`src/rtl/psc_pkg.sv`:
```
package psc_pkg;

  localparam int SHADE_LEVELS = 41;
  localparam int CODE_W       = 12;
  localparam int DIST_W       = 10;

  localparam logic [5:0]  SHADE_MID   = 6'd20;
  localparam logic [5:0]  SHADE_FIRST = 6'd1;
  localparam logic [5:0]  SHADE_LAST  = 6'(SHADE_LEVELS - 2);
  localparam logic [4:0]  SHADE_DIV   = 5'd20;

  // x / 20 == ((x >> 2) * 3277) >> 14 for x below 65536
  localparam logic [11:0] DIV20_MUL   = 12'd3277;
  localparam int          DIV20_SHIFT = 14;

  localparam logic [23:0] COLOR_BLACK = 24'h000000;
  localparam logic [7:0]  CHAN_MAX    = 8'hFF;
  localparam logic [CODE_W-1:0] ENTRY_STRIDE = 12'd100;

  typedef struct packed {
    logic        command;
    logic [23:0] color;
    logic        exact_mode;
  } in_item_t;

  typedef struct packed {
    logic [CODE_W-1:0] color_code;
    logic              found;
  } out_item_t;

  // one candidate handed to the shade unit
  typedef struct packed {
    logic              valid;
    logic              lighten;
    logic [4:0]        k;
    logic [CODE_W-1:0] code;
  } shade_req_t;

  typedef struct packed {
    logic              busy;
    logic              valid;
    logic [CODE_W-1:0] code;
    logic [23:0]       color;
  } shade_rsp_t;

  function automatic logic [23:0] palette_color(input logic [4:0] idx);
    logic [23:0] c;
    unique case (idx)
      5'd0:  c = 24'h000000;
      5'd1:  c = 24'h0000FF;
      5'd2:  c = 24'h00FF00;
      5'd3:  c = 24'h00FFFF;
      5'd4:  c = 24'hFF0000;
      5'd5:  c = 24'hFF00FF;
      5'd6:  c = 24'hFFFF00;
      5'd7:  c = 24'hFFFFFF;
      5'd8:  c = 24'h000090;
      5'd9:  c = 24'h0000B0;
      5'd10: c = 24'h0000D0;
      5'd11: c = 24'h87CEFF;
      5'd12: c = 24'h009000;
      5'd13: c = 24'h00B000;
      5'd14: c = 24'h00D000;
      5'd15: c = 24'h009090;
      5'd16: c = 24'h00B0B0;
      5'd17: c = 24'h00D0D0;
      5'd18: c = 24'h900000;
      5'd19: c = 24'hB00000;
      5'd20: c = 24'hD00000;
      5'd21: c = 24'h900090;
      5'd22: c = 24'hB000B0;
      5'd23: c = 24'hD000D0;
      5'd24: c = 24'h803000;
      5'd25: c = 24'hA04000;
      5'd26: c = 24'hC06000;
      5'd27: c = 24'hFF8080;
      5'd28: c = 24'hFFA0A0;
      5'd29: c = 24'hFFC0C0;
      5'd30: c = 24'hFFE0E0;
      5'd31: c = 24'hFFD700;
    endcase
    return c;
  endfunction

endpackage

```
`src/rtl/psc_shade_unit.sv`:
```
module psc_shade_unit (
  input  logic               clk,
  input  logic               rst_n,
  input  psc_pkg::shade_req_t req,
  input  logic [23:0]        base,
  output psc_pkg::shade_rsp_t rsp
);

  // stage a: per channel product, stage b: divide by 20 and blend
  logic [12:0] prod_nxt [3];
  logic [12:0] prod_r   [3];
  logic [7:0]  chan_r   [3];
  logic        lighten_r;
  logic        valid_a_r;
  logic [psc_pkg::CODE_W-1:0] code_a_r;

  logic [23:0] color_nxt;
  logic [23:0] color_r;
  logic        valid_b_r;
  logic [psc_pkg::CODE_W-1:0] code_b_r;

  always_comb begin
    logic [7:0] c;
    logic [7:0] m;
    for (int j = 0; j < 3; j++) begin
      c = base[8*j +: 8];
      m = req.lighten ? (psc_pkg::CHAN_MAX - c) : c;
      prod_nxt[j] = 13'(m) * 13'(req.k);
    end
  end

  always_comb begin
    logic [22:0] scaled;
    logic [7:0]  quot;
    for (int j = 0; j < 3; j++) begin
      scaled = 23'(prod_r[j][12:2]) * 23'(psc_pkg::DIV20_MUL);
      quot   = scaled[psc_pkg::DIV20_SHIFT +: 8];
      color_nxt[8*j +: 8] = lighten_r ? (chan_r[j] + quot) : quot;
    end
  end

  always_ff @(posedge clk) begin
    if (!rst_n) begin
      valid_a_r <= 1'b0;
      valid_b_r <= 1'b0;
    end else begin
      valid_a_r <= req.valid;
      valid_b_r <= valid_a_r;
    end
  end

  always_ff @(posedge clk) begin
    for (int j = 0; j < 3; j++) begin
      prod_r[j] <= prod_nxt[j];
      chan_r[j] <= base[8*j +: 8];
    end
    lighten_r <= req.lighten;
    code_a_r  <= req.code;
    color_r   <= color_nxt;
    code_b_r  <= code_a_r;
  end

  assign rsp.busy  = valid_a_r;
  assign rsp.valid = valid_b_r;
  assign rsp.code  = code_b_r;
  assign rsp.color = color_r;

endmodule

```
`src/rtl/palette_shade_color_matcher_top.sv`:
```
// channel | handshake           | payload
// in      | in_valid / in_stall | in_data  : command, color, exact_mode
// out     | out_valid/out_stall | out_data : color_code, found
//
// one candidate color per cycle through the shade unit (multiply, divide by 20)
// and the distance compare; the candidate count sets the time per item:
// pen: PALETTE_ENTRIES candidates; exact fill: 39*PALETTE_ENTRIES;
// nearest fill: 39*(PALETTE_ENTRIES-1) + 1 (1210 at 32 entries)
// in_stall is high from acceptance until the result moves to the output register
// the output register holds a result under out_stall while the next item is taken
// synchronous active-low reset clears the sequencer and the valid bits only
module palette_shade_color_matcher_top #(
  parameter int PALETTE_ENTRIES = 32
) (
  input  logic                clk,
  input  logic                rst_n,
  input  logic                in_valid,
  output logic                in_stall,
  input  psc_pkg::in_item_t   in_data,
  output logic                out_valid,
  input  logic                out_stall,
  output psc_pkg::out_item_t  out_data
);

  localparam int IDX_W = (PALETTE_ENTRIES > 1) ? $clog2(PALETTE_ENTRIES) : 1;
  localparam logic [IDX_W-1:0] LAST_IDX = IDX_W'(PALETTE_ENTRIES - 1);

  typedef enum logic [3:0] {
    ST_IDLE  = 4'b0001,
    ST_RUN   = 4'b0010,
    ST_DRAIN = 4'b0100,
    ST_DONE  = 4'b1000
  } state_t;

  state_t state_r, state_nxt;

  logic        cmd_r;
  logic        exact_r;
  logic [23:0] color_r;
  logic [IDX_W-1:0] entry_r, entry_nxt;
  logic [5:0]  shade_r, shade_nxt;
  logic [psc_pkg::DIST_W-1:0] best_r, best_nxt;
  logic [psc_pkg::CODE_W-1:0] code_r, code_nxt;

  logic out_valid_r, out_valid_nxt;
  psc_pkg::out_item_t out_data_r;

  logic accept, last_cand, adv_entry, load_out;
  logic [23:0] base;
  logic        is_black;
  psc_pkg::shade_req_t req;
  psc_pkg::shade_rsp_t rsp;
  logic [psc_pkg::DIST_W-1:0] cand_dist;
  logic take;

  assign accept    = (state_r == ST_IDLE) && in_valid;
  assign in_stall  = (state_r != ST_IDLE);
  assign load_out  = (state_r == ST_DONE) && (!out_valid_r || !out_stall);

  // candidate order: pen walks entries at shade 20; fill walks shades 1..39 per
  // entry, nearest fill taking entry 0 only unshaded
  assign last_cand = (entry_r == LAST_IDX) && (!cmd_r || shade_r == psc_pkg::SHADE_LAST);
  assign adv_entry = !cmd_r || (shade_r == psc_pkg::SHADE_LAST)
                     || (entry_r == '0 && !exact_r);

  assign base     = psc_pkg::palette_color(5'(entry_r));
  assign is_black = (base == psc_pkg::COLOR_BLACK);

  always_comb begin
    req.valid = (state_r == ST_RUN);
    req.code  = cmd_r ? (psc_pkg::CODE_W'(entry_r) * psc_pkg::ENTRY_STRIDE
                         + psc_pkg::CODE_W'(shade_r))
                      : psc_pkg::CODE_W'(entry_r);
    if (is_black) begin
      // black mirrors dark shades into lighter ones, light shades stay black
      if (shade_r < psc_pkg::SHADE_MID) begin
        req.lighten = 1'b1;
        req.k       = 5'(psc_pkg::SHADE_MID - shade_r);
      end else begin
        req.lighten = 1'b0;
        req.k       = psc_pkg::SHADE_DIV;
      end
    end else if (shade_r <= psc_pkg::SHADE_MID) begin
      req.lighten = 1'b0;
      req.k       = 5'(shade_r);
    end else begin
      req.lighten = 1'b1;
      req.k       = 5'(shade_r - psc_pkg::SHADE_MID);
    end
  end

  psc_shade_unit u_shade (
    .clk  (clk),
    .rst_n(rst_n),
    .req  (req),
    .base (base),
    .rsp  (rsp)
  );

  always_comb begin
    logic [7:0] a, b;
    logic [psc_pkg::DIST_W-1:0] sum;
    sum = '0;
    for (int j = 0; j < 3; j++) begin
      a = color_r[8*j +: 8];
      b = rsp.color[8*j +: 8];
      sum = sum + psc_pkg::DIST_W'((a > b) ? (a - b) : (b - a));
    end
    cand_dist = sum;
  end

  // exact mode only counts a zero distance; strict less keeps the first one
  assign take = rsp.valid && (cand_dist < best_r) && (!exact_r || cand_dist == '0);

  always_comb begin
    state_nxt     = state_r;
    entry_nxt     = entry_r;
    shade_nxt     = shade_r;
    best_nxt      = best_r;
    code_nxt      = code_r;
    out_valid_nxt = out_valid_r;
    if (out_valid_r && !out_stall) begin
      out_valid_nxt = 1'b0;
    end
    if (take) begin
      best_nxt = cand_dist;
      code_nxt = rsp.code;
    end
    unique case (state_r)
      ST_IDLE: begin
        if (accept) begin
          state_nxt = ST_RUN;
          entry_nxt = '0;
          shade_nxt = (in_data.command && in_data.exact_mode) ? psc_pkg::SHADE_FIRST
                                                              : psc_pkg::SHADE_MID;
          best_nxt  = '1;
          code_nxt  = '0;
        end
      end
      ST_RUN: begin
        if (last_cand) begin
          state_nxt = ST_DRAIN;
        end else if (adv_entry) begin
          entry_nxt = entry_r + 1'b1;
          shade_nxt = cmd_r ? psc_pkg::SHADE_FIRST : psc_pkg::SHADE_MID;
        end else begin
          shade_nxt = shade_r + 1'b1;
        end
      end
      ST_DRAIN: begin
        if (!rsp.busy && !rsp.valid) begin
          state_nxt = ST_DONE;
        end
      end
      ST_DONE: begin
        if (load_out) begin
          state_nxt     = ST_IDLE;
          out_valid_nxt = 1'b1;
        end
      end
      default: state_nxt = ST_IDLE;
    endcase
  end

  always_ff @(posedge clk) begin
    if (!rst_n) begin
      state_r     <= ST_IDLE;
      out_valid_r <= 1'b0;
    end else begin
      state_r     <= state_nxt;
      out_valid_r <= out_valid_nxt;
    end
  end

  always_ff @(posedge clk) begin
    entry_r <= entry_nxt;
    shade_r <= shade_nxt;
    best_r  <= best_nxt;
    code_r  <= code_nxt;
    if (accept) begin
      cmd_r   <= in_data.command;
      exact_r <= in_data.exact_mode;
      color_r <= in_data.color;
    end
    if (load_out) begin
      out_data_r.color_code <= code_r;
      out_data_r.found      <= !exact_r || (best_r == '0);
    end
  end

  assign out_valid = out_valid_r;
  assign out_data  = out_data_r;

`ifndef NO_ASSERTIONS
  a_idle_pipe_empty: assert property (@(posedge clk) disable iff (!rst_n)
    (state_r == ST_IDLE) |-> (!rsp.busy && !rsp.valid))
    else $error("shade pipeline busy while idle");

  a_entry_range: assert property (@(posedge clk) disable iff (!rst_n)
    (state_r == ST_RUN) |-> (entry_r <= LAST_IDX))
    else $error("entry counter out of range");

  a_shade_range: assert property (@(posedge clk) disable iff (!rst_n)
    (state_r == ST_RUN) |-> (shade_r >= psc_pkg::SHADE_FIRST
                             && shade_r <= psc_pkg::SHADE_LAST))
    else $error("shade counter out of range");

  a_accept_runs: assert property (@(posedge clk) disable iff (!rst_n)
    (in_valid && !in_stall) |=> (state_r == ST_RUN))
    else $error("accepted item did not start the search");

  a_miss_code_zero: assert property (@(posedge clk) disable iff (!rst_n)
    (out_valid && !out_data.found) |-> (out_data.color_code == '0))
    else $error("exact miss with nonzero code");
`endif

endmodule

```
`config.mk`:
```
export PLATFORM = sky130hd
export DESIGN_NAME = palette_shade_color_matcher_top
export DESIGN_NICKNAME = d
export VERILOG_FILES = /design/src/rtl/psc_pkg.sv /design/src/rtl/psc_shade_unit.sv /design/src/rtl/palette_shade_color_matcher_top.sv
export SDC_FILE = /design/constraint.sdc
export NUM_CORES = 1
export LEC_CHECK = 0
export BUFFER_PORTS_ARGS = -buffer_cell sky130_fd_sc_hd__clkbuf_2
export CAP_MARGIN = 20
export CORE_ASPECT_RATIO = 1.5
export CORE_MARGIN = 5
export CORE_UTILIZATION = 33
export CTS_CLUSTER_DIAMETER = 30
export DETAILED_ROUTE_END_ITERATION = 10
export MAX_ROUTING_LAYER = met4
export SYNTH_ARGS = -nofsm -noshare
export SYNTH_HDL_FRONTEND = slang
export SYNTH_SLANG_ARGS = --single-unit
export TNS_END_PERCENT = 20
```
`constraint.sdc`:
```
create_clock -name clk -period 7.4 [get_ports clk]
set_input_delay 2.22 -clock clk [delete_from_list [all_inputs] [get_ports clk]]
set_output_delay 2.22 -clock clk [all_outputs]
set_load 0.02 [all_outputs]
```
After elaboration in Yosys (flattened, before gate mapping). Memories as Yosys holds them, arrays and structs flattened. A register that Yosys moved wholly into a read port is not among the register bits. Cells that the tools add are included.

Register bits: 128. Latch bits: 0. Memory bits (writable): 63. ROM bits: 768. Bits of input ports: 30. Output and inout port bits: 15. Logic and storage cells: 132. Memories: 3.

Add/sub/neg operators: 19. Multipliers: 7. Div/mod/pow operators: 0. Magnitude comparators: 6. Equal/unequal tests: 13. Shift-type cells: 0. Muxes and demuxes: 38. Bitwise gates (word level): 0. Reduce and logical (&&, ||, !) cells: 28.

Memory list: (name not given) (depth 32, width 24, read ports 1, clocked after memory_dff 1, wr ports 0, RTL line psc_pkg.sv:48) `unique case (idx)`; u_shade.prod_r (depth 3, width 13, read ports 3, clocked after memory_dff 0, wr ports 3, RTL line psc_shade_unit.sv:11) `logic [12:0] prod_r [3];`; u_shade.chan_r (depth 3, width 8, read ports 3, clocked after memory_dff 0, wr ports 3, RTL line psc_shade_unit.sv:12) `logic [7:0] chan_r [3];`.

Operators by type and width (number): $mul 11x12->22 const B (3); $mux 10 (6); $sub 8x8->9 (6); $mux 8 (6); $mul 8x5->13 (3); $mux 12 (3); $mux 6 (6); $mux 5 (7); $add 8x8->8 (3); $gt 8x8->1 (3); $logic_not 24->1 (1); $sub 8x8->8 const A (3); $add 10x10->10 (2); $logic_not 10->1 (2); $mux 4 (4); $pmux 4 s4 (1); $add 12x6->12 (1); $ne 2x2->1 const B (6); $pmux 6 s2 (1); $lt 10x10->1 (1); $mul 5x5->10 const B (1); $pmux 5 s2 (1); $logic_and 1x1->1 (9); $reduce_and 4->1 (2); other kinds (19) (30).

Longest topological paths before layout. Gate-level depths: netlist of run 1.

Word-level depth: 10. Mapped depth: 28. Depth with buffers taken out: 26.

Modules after synthesis. From an unflattened synthesis of run 1, not the netlist that was laid out.

Cells, all modules: 2172. Area total of the unflattened synthesis: 20688.6 um^2.

By module, submodules not included: psc_shade_unit (instances 1, cells each 1310, area an instance 13003.7 um^2, seq. area each 2162.1 um^2); palette_shade_color_matcher_top (instances 1, cells each 862, area an instance 7684.9 um^2, seq. area each 2402.3 um^2).

Worst setup path before layout of run 1. Ideal clock, no wire load.

Path type: register to register. Start: register color_r[9]. End: register code_r[10] in the netlist's numbering. Library setup time: 0.182 ns. Data arrival time: 6.029 ns. Required time: 7.218 ns. Path slack: 1.189 ns. Stages on the path, launching flop included: 24. Buffers on the path: 2. Period minus slack after synthesis: 6.211 ns. Cell sequence: edfxtp_1 inv_1 ha_1 nor2b_1 o31a_1 o311a_1 o21a_1 o22ai_2 buf_2 mux2_2 fa_1 ha_1 fa_1 a21o_1 a221o_1 o41ai_1 xnor2_1 ha_1 o21ai_0 a31oi_1 or3b_2 clkbuf_1 o21ai_1 a21oi_1.

Word-level cells in the longest chain between the ends: 10. Elaborated cells between the ends (all ways): 14. Classes of those cells: add/sub (4); order compare (2); mux (4); reduce/logical (4).

Ends and longest elaborated chain: from (decl) (RTL line palette_shade_color_matcher_top.sv:39) `logic [23:0] color_r;`; from (signal assigned) (RTL line palette_shade_color_matcher_top.sv:183) `color_r <= in_data.color;`; $sub 8x8->9 / $gt 8x8->1 (equally long branches) (RTL line palette_shade_color_matcher_top.sv:107) `sum = sum + psc_pkg::DIST_W'((a > b) ? (a - b) : (b - a));`; $mux 10 (*) (RTL line palette_shade_color_matcher_top.sv:107); $add 10x10->10 (*) (2 in series) (RTL line palette_shade_color_matcher_top.sv:107); $lt 10x10->1 / $logic_not 10->1 (equally long branches) (RTL line palette_shade_color_matcher_top.sv:113) `assign take = rsp.valid && (cand_dist < best_r) && (!exact_r || cand_dist == '0);`; $logic_and 1x1->1 / $logic_or 1x1->1 (equally long branches) (RTL line palette_shade_color_matcher_top.sv:113); $logic_and 1x1->1 (*) (RTL line palette_shade_color_matcher_top.sv:113); $mux 12 (*) (RTL line palette_shade_color_matcher_top.sv:125) `if (take) begin`; $mux 12 (RTL line palette_shade_color_matcher_top.sv:131) `if (accept) begin`; $mux 12 (*) (RTL line palette_shade_color_matcher_top.sv:129) `unique case (state_r)`; via code_nxt, one bit (RTL line palette_shade_color_matcher_top.sv:43) `logic [psc_pkg::CODE_W-1:0] code_r, code_nxt;`; to (signal assigned) (RTL line palette_shade_color_matcher_top.sv:179) `code_r <= code_nxt;`; to (decl) (RTL line palette_shade_color_matcher_top.sv:43).

The timed path passes the listed nets; every way through them passes the cells marked *. A chain may end at the register's enable or synchronous reset.

Worst setup path in the final report of run 1.
Start: register color_r[9]. End: register best_r[8] in the netlist's numbering.

Word-level cells in the longest chain between the ends: 10. Elaborated cells between the ends (all ways): 14. Classes of those cells: add/sub (4); order compare (2); mux (4); reduce/logical (4).

Ends and longest elaborated chain: $sub 8x8->9 / $gt 8x8->1 (equally long branches) (RTL line palette_shade_color_matcher_top.sv:107); $mux 10 (*) (RTL line palette_shade_color_matcher_top.sv:107); $add 10x10->10 (*) (2 in series) (RTL line palette_shade_color_matcher_top.sv:107); $lt 10x10->1 / $logic_not 10->1 (equally long branches) (RTL line palette_shade_color_matcher_top.sv:113); $logic_and 1x1->1 / $logic_or 1x1->1 (equally long branches) (RTL line palette_shade_color_matcher_top.sv:113); $logic_and 1x1->1 (RTL line palette_shade_color_matcher_top.sv:113); $mux 10 (*) (RTL line palette_shade_color_matcher_top.sv:125); $mux 10 (RTL line palette_shade_color_matcher_top.sv:131); $mux 10 (*) (RTL line palette_shade_color_matcher_top.sv:129); via best_nxt, one bit (RTL line palette_shade_color_matcher_top.sv:42) `logic [psc_pkg::DIST_W-1:0] best_r, best_nxt;`; to (signal assigned) (RTL line palette_shade_color_matcher_top.sv:178) `best_r <= best_nxt;`; to (decl) (RTL line palette_shade_color_matcher_top.sv:42).

Marked as above.

==> flow_metrics.env, run 1 <==
export IMPL_arrival_ns=7.08
export IMPL_die_w_um=210
export IMPL_clock_latency_ns=0.46
export IMPL_drv_slew=0
export IMPL_final_nets=2620
export IMPL_die_h_um=310
export IMPL_drt_iter0_markers=432
export IMPL_clock_skew_ns=0.0165
export IMPL_crit_required_ns=7.72
export IMPL_design_core_area_um2=59700
export IMPL_hpwl_um=36500
export IMPL_async_flop_share_pct=0
export IMPL_cts_root_buf="clkbuf_16"
export IMPL_synthAdderAreaFrac_pct=40.2
export IMPL_cts_made_buffers=17
export IMPL_drive_gt1_share_pct=8.62
export IMPL_path_clk_slew_ns=0.08
export IMPL_grt_max_degree=39
export IMPL_routed_via_density=4.84
export IMPL_crit_path_end_kind="flop"
export IMPL_ys_ff_latch=197
export IMPL_crit_type="reg2reg"
export IMPL_post_place_cells=2816
export IMPL_grt_pass1_wl_um=70900
export IMPL_gr_total_overflow=0
export IMPL_hold_class="reg2reg"
export IMPL_gp_congestion=0.852
export IMPL_synth_compound_area_share_pct=11.0
export IMPL_finalCritPeriodShare_pct=91.3
export IMPL_first_global_vias=14602
export IMPL_synthXorXnorAreaFrac_pct=6.66
export IMPL_synthMuxAreaShare_pct=2.54
export IMPL_max_cap_violations=0
export IMPL_synth_flop_cell="dfxtp_1"
export IMPL_port_buffers=44
export IMPL_post_route_min_period_ns=6.75
export IMPL_worst_slack_ns=0.647
export IMPL_maxSlewHeadroom_pct=25.3
export IMPL_final_cells=2850
export IMPL_worst_slew_pin_slew_ns=1.11
export IMPL_grt_antenna_before_repair=1
export IMPL_synth_edff_count=50
export IMPL_pre_cts_slack_ns=0.558
export IMPL_crit_fanout=22
export IMPL_drt_wl_total_um=42700
export IMPL_fmax_ghz=0.148
export IMPL_synth_top_family_by_area="adder cells"
export IMPL_wl_per_cell_um=15.0
export IMPL_initial_core_util_pct=33.2
export IMPL_cp_start_kind="flop"
export IMPL_postSynthAreaPerCell_um2=9.83
export IMPL_final_cell_mix="ha_1, inv_1, fa_1"
export IMPL_syn_to_final_growth_pct=8.46
export IMPL_final_common_cell="ha_1"
export IMPL_synth_distinct_cells=93
export IMPL_outcome="finished clean"
export IMPL_antenna_cells=0
export IMPL_synthCells=2016
export IMPL_vias=13807
export IMPL_htree_levels=4
export IMPL_grt_total_usage_pct=13.7
export IMPL_syn_area_um2=19800
export IMPL_rsz0062_at_grt="no"
export IMPL_num_rows=110
export IMPL_die_area_um2=65100
export IMPL_finalSetupTns_ns=0
export IMPL_cts_sinks=197
export IMPL_dr_pass1_iters=5
export IMPL_ant_nets=0
export IMPL_drc=0
export IMPL_final_core_util_pct=36.0
export IMPL_seq_area_frac_synth_pct=22.4
export IMPL_cts_tree="yes"
export IMPL_setup_viol=0
export IMPL_clock_path_buffers=2
export IMPL_ios=45
export IMPL_syn_nets=2583
export IMPL_hold_viol=0
export IMPL_synth_warning_count=0
export IMPL_synthSimpleGateAreaFrac_pct=9.29
## sequential cells by signal, indices dropped and copies added, names as in the netlist, 4 cells and up
register,count
best_r,10
entry_r,5
u_shade.chan_r,18
code_r,12
u_shade.color_r,24
u_shade.prod_r,33
u_shade.code_b_r,12
u_shade.code_a_r,12
state_r,4
shade_r,6
out_data,13
color_r,24
base,18
## worst max-delay path, stage by stage (launching register included)
cell	delay, ns
edfxtp_1	0.44
inv_1	0.14
ha_1	0.26
nor2b_1	0.15
o31a_1	0.26
o311a_1	0.36
o21a_1	0.20
o22ai_4	0.37
mux2i_1	0.38
mux2i_1	0.22
o311ai_1	0.14
fa_1	0.52
inv_1	0.04
ha_1	0.34
and3_1	0.20
a221o_1	0.35
nor2_1	0.13
xnor2_1	0.21
ha_1	0.30
o21a_1	0.11
o21a_1	0.16
o21ai_0	0.17
a31oi_1	0.09
or3b_2	0.70
nor3_1	0.26
o21ai_1	0.10
## metrics by stage
step	hold WS, ns	cell area [um2]
finish	0.331	21500
global route	0.348	21500
CTS	0.334	21400
detailed placement	0.312	20900
global placement	0.316	20900
floorplan	0.310	19800
## kinds of logic (layout without fill, tap and decap cells)
family                     count (synthesis)  after routing
adders and majority gates                537            537
AOI/OAI and AO/OA                        338            338
DFF                                      197            197
buffers and inverters                    389            439
xor gates and xnor gates                 143            143
and+or+nand+nor                          366            366
muxes                                     46             46
## worst paths after layout
path                                     from                     endpoint  slack [ns]  cells after the start
setup / recovery         color_r[9]$_DFFE_PP_            best_r[8]$_DFF_P_        0.65                     25
hold / removal    u_shade.code_a_r[1]$_DFF_P_  u_shade.code_b_r[1]$_DFF_P_        0.33                      0
setup reg to reg         color_r[9]$_DFFE_PP_            best_r[8]$_DFF_P_        0.65                     25
hold reg to reg   u_shade.code_a_r[1]$_DFF_P_  u_shade.code_b_r[1]$_DFF_P_        0.33                      0
## cells in the mapped netlist (all sizes together) (16+ instances only)
master / count / share of area (%)
xor2: 42 / 1.9
ha: 370 / 23
nor3: 28 / 0.73
mux2i: 18 / 0.95
nand3: 42 / 1.1
o21ai: 74 / 1.9
or2: 19 / 0.60
clkbuf: 16 / 0.31
dfxtp: 147 / 15
o21bai: 23 / 0.87
buf: 24 / 0.90
nand2b: 17 / 0.54
edfxtp: 50 / 7.6
xnor2: 101 / 4.8
nand2: 68 / 1.4
a21o: 33 / 1.3
fa: 167 / 17
nor2: 125 / 2.4
a21oi: 119 / 3.1
inv: 349 / 6.6
mux2: 28 / 1.6
## what timing repair did
action	in CTS	in global routing
resized for setup	0	1
setup buffers	0	0
hold buffers	0	0
setup endpoints to repair	0	2
## layer usage
layer | vias up | track usage (%) | part of all wire (%)
met5 | - | - | 0
met1 | 6743 | 14.7 | 40
met4 | 0 | 4.57 | 2.7
li1 | 6808 | - | -
met3 | 66 | 1.67 | 2.2
met2 | 190 | 26.1 | 55
## cell type report
| cell class | count | area, um2 |
|---|---|---|
| clock inverter | 14 | 135 |
| multi-input combinational | 1430 | 13800 |
| sequential | 197 | 4440 |
| tap | 784 | 981 |
| clock buffer | 18 | 429 |
| timing repair buffer | 58 | 345 |
| fill | 5999 | 38200 |
| inverter | 349 | 1310 |
Power of run 1 is not shown: default switching activity piles up to over one toggle a cycle in this logic, so the estimate is an artifact.
==> inputs of run 2 (changes only) <==
PLACE_DENSITY = 0.58   (was unset)
RECOVER_POWER = 25   (was unset)
SETUP_SLACK_MARGIN = 0.3   (was unset)
==> flow_metrics.env, run 2 (synthesized netlist as in run 1, its figures left out) <==
export IMPL_largest_register_ffs=33
export IMPL_maxSlewHeadroom_pct=14.0
export IMPL_final_cell_mix="ha_1, inv_1, fa_1"
export IMPL_die_h_um=310
export IMPL_hold_viol=0
export IMPL_outcome="finished clean"
export IMPL_drv_slew=0
export IMPL_fmax_ghz=0.147
export IMPL_reg_top3="u_shade.prod_r: 33 flops, color_r: 24 flops, u_shade.color_r: 24 flops"
export IMPL_grt_max_degree=37
export IMPL_post_route_min_period_ns=6.78
export IMPL_crit_required_ns=7.71
export IMPL_drt_wl_total_um=43800
export IMPL_ios=45
export IMPL_worst_slew_pin_slew_ns=1.27
export IMPL_grt_total_usage_pct=14.2
export IMPL_dr_pass1_iters=5
export IMPL_routed_via_density=4.87
export IMPL_cts_root_buf="clkbuf_16"
export IMPL_gp_congestion=0.905
export IMPL_drc=0
export IMPL_port_buffers=44
export IMPL_ant_nets=0
export IMPL_design_core_area_um2=59700
export IMPL_cp_start_kind="flop"
export IMPL_cts_setup_buffers=0
export IMPL_cts_made_buffers=17
export IMPL_crit_fanout=22
export IMPL_max_cap_violations=0
export IMPL_initial_core_util_pct=33.2
export IMPL_syn_to_final_growth_pct=8.42
export IMPL_crit_path_end_kind="flop"
export IMPL_drive_gt1_share_pct=8.42
export IMPL_rsz0062_at_grt="no"
export IMPL_antenna_cells=0
export IMPL_grt_antenna_before_repair=1
export IMPL_hpwl_um=37200
export IMPL_rrSetupSlack_ns=0.62
export IMPL_cts_tree="yes"
export IMPL_hold_class="reg2reg"
export IMPL_die_area_um2=65100
export IMPL_final_nets=2620
export IMPL_htree_levels=4
export IMPL_path_clk_slew_ns=0.08
export IMPL_num_rows=110
export IMPL_arrival_ns=7.09
export IMPL_wl_per_cell_um=15.4
export IMPL_final_common_cell="ha_1"
export IMPL_cts_sinks=197
export IMPL_vias=13890
export IMPL_crit_type="reg2reg"
export IMPL_die_w_um=210
export IMPL_finalCritPeriodShare_pct=91.7
export IMPL_drt_iter0_markers=490
export IMPL_gr_total_overflow=0
export IMPL_finalSetupTns_ns=0
export IMPL_first_global_vias=14887
export IMPL_grt_pass1_wl_um=73400
export IMPL_n_fill_cell=6020
export IMPL_clock_skew_ns=0.0170
export IMPL_setup_viol=0
export IMPL_clock_path_buffers=2
export IMPL_regMostFlops="u_shade.prod_r"
export IMPL_clock_latency_ns=0.45
-- run 2: cell count changes in the layout (fill, tap and decap cells not counted), sizes merged --
| cell | change |
|---|---|
| inv | -1 |
| clkbuf | +3 |
| clkinv | -1 |
| clkinvlp | -1 |
-- run 2: metal layers --
layer	part of all wire [%]	vias to the layer above	GRT usage [%]
li1	-	6812	-
met1	40	6772	15.2
met2	55	231	27.3
met3	2.3	75	1.37
met4	2.8	0	4.74
met5	0	-	-
-- run 2: through the flow --
stage	instance area (um2)	hold WS [ns]	std cells	util, %	setup WS (ns)
2_1_floorplan	19800	0.310	2016	-	1.19
3_3_place_gp	20900	0.312	2817	35.0	0.716
3_5_place_dp	20900	0.312	2818	35.0	0.555
4_1_cts	21500	0.329	2850	36.0	0.526
5_1_grt	21500	0.333	2850	36.0	0.323
6_report	21500	0.329	2850	36.0	0.617
-- run 2: timing repair --
action / CTS / global route
gates resized for setup: 0 / 1
hold buffers: 0 / 0
setup endpoints to repair: 0 / 22
-- run 2: path summary, 6_finish.rpt --
kind                                             startpoint                           to  cells past startpoint
worst min-delay path            u_shade.code_a_r[2]$_DFF_P_  u_shade.code_b_r[2]$_DFF_P_                      0
worst max-delay path                   color_r[9]$_DFFE_PP_            best_r[3]$_DFF_P_                     24
worst min register to register  u_shade.code_a_r[2]$_DFF_P_  u_shade.code_b_r[2]$_DFF_P_                      0
worst max register to register         color_r[9]$_DFFE_PP_            best_r[3]$_DFF_P_                     24
-- run 2: layout make-up --
cell class / count / area (um2) / area share (%)
flip-flops and latches: 197 / 4440 / 20.7
clock buffers: 21 / 493 / 2.30
repair buffers: 58 / 322 / 1.50
well taps: 784 / 981 / 4.57
inverters: 349 / 1310 / 6.10
multi-input cells: 1430 / 13800 / 64.4
clock inverters: 11 / 103 / 0.478
-- run 2: critical path, cell delays in order (launching register included) --
cell      delay [ns]
edfxtp_1        0.44
inv_1           0.14
ha_1            0.26
nor2b_1         0.15
o31a_1          0.27
o311a_1         0.35
o21a_1          0.20
o22ai_4         0.35
buf_4           0.22
mux2_2          0.35
fa_1            0.48
ha_1            0.26
fa_1            0.43
a21o_1          0.23
a221o_1         0.32
nor2_1          0.12
xnor2_1         0.19
ha_1            0.29
o21a_1          0.11
o21a_1          0.17
o21ai_0         0.15
a31oi_1         0.08
or3b_2          0.71
nor3_1          0.25
o21ai_0         0.10
Power of run 2 is left out for the same reason.
==> inputs of run 3 (changes only) <==
GPL_TIMING_DRIVEN = 0   (was unset)
HOLD_SLACK_MARGIN = 0.1   (was unset)
==> flow_metrics.env, run 3 (synthesized netlist as in run 1, its figures left out) <==
export IMPL_regArea_um2=4440
export IMPL_startpoint="color_r[9]$_DFFE_PP_"
export IMPL_initial_core_util_pct=33.2
export IMPL_maxSlewHeadroom_pct=33.5
export IMPL_rsz0062_at_grt="no"
export IMPL_die_h_um=310
export IMPL_gp_congestion=0.902
export IMPL_drv_slew=0
export IMPL_clock_skew_ns=0.0180
export IMPL_syn_to_final_growth_pct=9.34
export IMPL_crit_fanout=10
export IMPL_rr_startpoint="color_r[9]$_DFFE_PP_"
export IMPL_hold_viol=0
export IMPL_final_cell_mix="ha_1, inv_1, fa_1"
export IMPL_cp_start_kind="flop"
export IMPL_finalCritPeriodShare_pct=90.7
export IMPL_hpwl_um=37400
export IMPL_design_core_area_um2=59700
export IMPL_grt_pass1_wl_um=73600
export IMPL_fmax_ghz=0.149
export IMPL_final_core_util_pct=36.3
export IMPL_max_cap_violations=0
export IMPL_crit_required_ns=7.73
export IMPL_post_place_cells=2846
export IMPL_clock_path_buffers=2
export IMPL_n_fill_cell=6013
export IMPL_worst_slew_pin_slew_ns=0.989
export IMPL_worstHoldPathCells=0
export IMPL_cts_root_buf="clkbuf_16"
export IMPL_wl_per_cell_um=15.2
export IMPL_crit_path_end_kind="flop"
export IMPL_first_global_vias=15032
export IMPL_setup_viol=0
export IMPL_drt_wl_total_um=43700
export IMPL_finalSetupTns_ns=0
export IMPL_routed_via_density=4.79
export IMPL_num_rows=110
export IMPL_cts_made_buffers=17
export IMPL_regMostFlops="u_shade.prod_r"
export IMPL_largest_register_ffs=33
export IMPL_rrSetupSlack_ns=0.69
export IMPL_holdPathEnd="u_shade.code_b_r[5]$_DFF_P_"
export IMPL_final_cells=2879
export IMPL_arrival_ns=7.04
export IMPL_cts_hold_buffers=0
export IMPL_antenna_cells=0
export IMPL_die_area_um2=65100
export IMPL_die_w_um=210
export IMPL_vias=13786
export IMPL_drive_gt1_share_pct=9.26
export IMPL_hold_class="reg2reg"
export IMPL_gr_total_overflow=0
export IMPL_grt_antenna_before_repair=0
export IMPL_cts_sinks=197
export IMPL_whs_ns=0.330
export IMPL_clock_latency_ns=0.46
export IMPL_port_buffers=44
export IMPL_hold_path_startpoint="u_shade.code_a_r[5]$_SDFF_PN0_"
export IMPL_ant_nets=0
export IMPL_path_clk_slew_ns=0.08
export IMPL_outcome="finished clean"
export IMPL_drc=0
export IMPL_worst_r2r_cell_count=23
export IMPL_final_nets=2649
export IMPL_reg_top3="u_shade.prod_r: 33 flops, color_r: 24 flops, u_shade.color_r: 24 flops"
export IMPL_grt_max_degree=32
export IMPL_htree_levels=4
export IMPL_drt_iter0_markers=438
export IMPL_cts_tree="yes"
export IMPL_final_common_cell="ha_1"
export IMPL_multiInputGateArea_um2=13800
export IMPL_grt_total_usage_pct=14.3
export IMPL_dr_pass1_iters=4
export IMPL_crit_type="reg2reg"
export IMPL_ios=45
export IMPL_post_route_min_period_ns=6.71
export IMPL_r2r_end="best_r[8]$_DFF_P_"
[run 3: worst max path at each step]
stage                                    end  cells past startpoint
after floorplan           code_r[10]$_DFF_P_                     23
after global placement     code_r[8]$_DFF_P_                     26
after detailed placement   best_r[8]$_DFF_P_                     26
after CTS                  best_r[8]$_DFF_P_                     26
after global routing       code_r[5]$_DFF_P_                     27
final                      best_r[8]$_DFF_P_                     23
[run 3: per-stage QoR]
step           setup slack (ns)  instance area (um2)
3_3_place_gp              0.327                21000
5_1_grt                   0.310                21700
2_1_floorplan              1.19                19800
6_report                  0.691                21700
4_1_cts                   0.422                21600
3_5_place_dp              0.297                21000
[run 3: critical path: stages (launching register included)]
cell and delay (ns):
edfxtp_1 0.42, inv_1 0.10, ha_1 0.33, nor2b_1 0.16
o31a_1 0.26, o311a_1 0.35, o21a_1 0.20, o22ai_4 0.26
buf_6 0.20, mux2_2 0.40, fa_1 0.47, ha_1 0.24
fa_1 0.41, a21o_1 0.22, a221o_1 0.32, o41ai_1 0.38
xnor2_1 0.32, ha_1 0.33, o21ai_0 0.08, a31oi_1 0.08
or3b_2 0.51, clkbuf_2 0.22, nor3_1 0.21, o21ai_1 0.09
[run 3: layer usage]
metal / global-route usage, % / vias up / routed length [um]
met1: 15.1 / 6676 / 17500
met5: - / - / 0
met4: 5.88 / 0 / 1590
met2: 26.9 / 152 / 23900
li1: - / 6884 / -
met3: 1.57 / 74 / 758
[run 3: layout make-up]
cell class / count / share of cell area (%)
plain buffers: 40 / 1.16
multi-input cells: 1430 / 63.9
clock buffers: 19 / 2.04
flip-flops and latches: 197 / 20.5
repair buffers: 47 / 1.17
inverters: 349 / 6.05
well taps: 784 / 4.53
clock inverters: 13 / 0.630
[run 3: repair_timing]
| item | CTS | global route |
|---|---|---|
| pin swaps | 0 | 1 |
| setup endpoints to repair | 3 | 22 |
| resized for setup | 1 | 14 |
| setup buffers | 0 | 1 |
Power of run 3 is left out for the same reason.
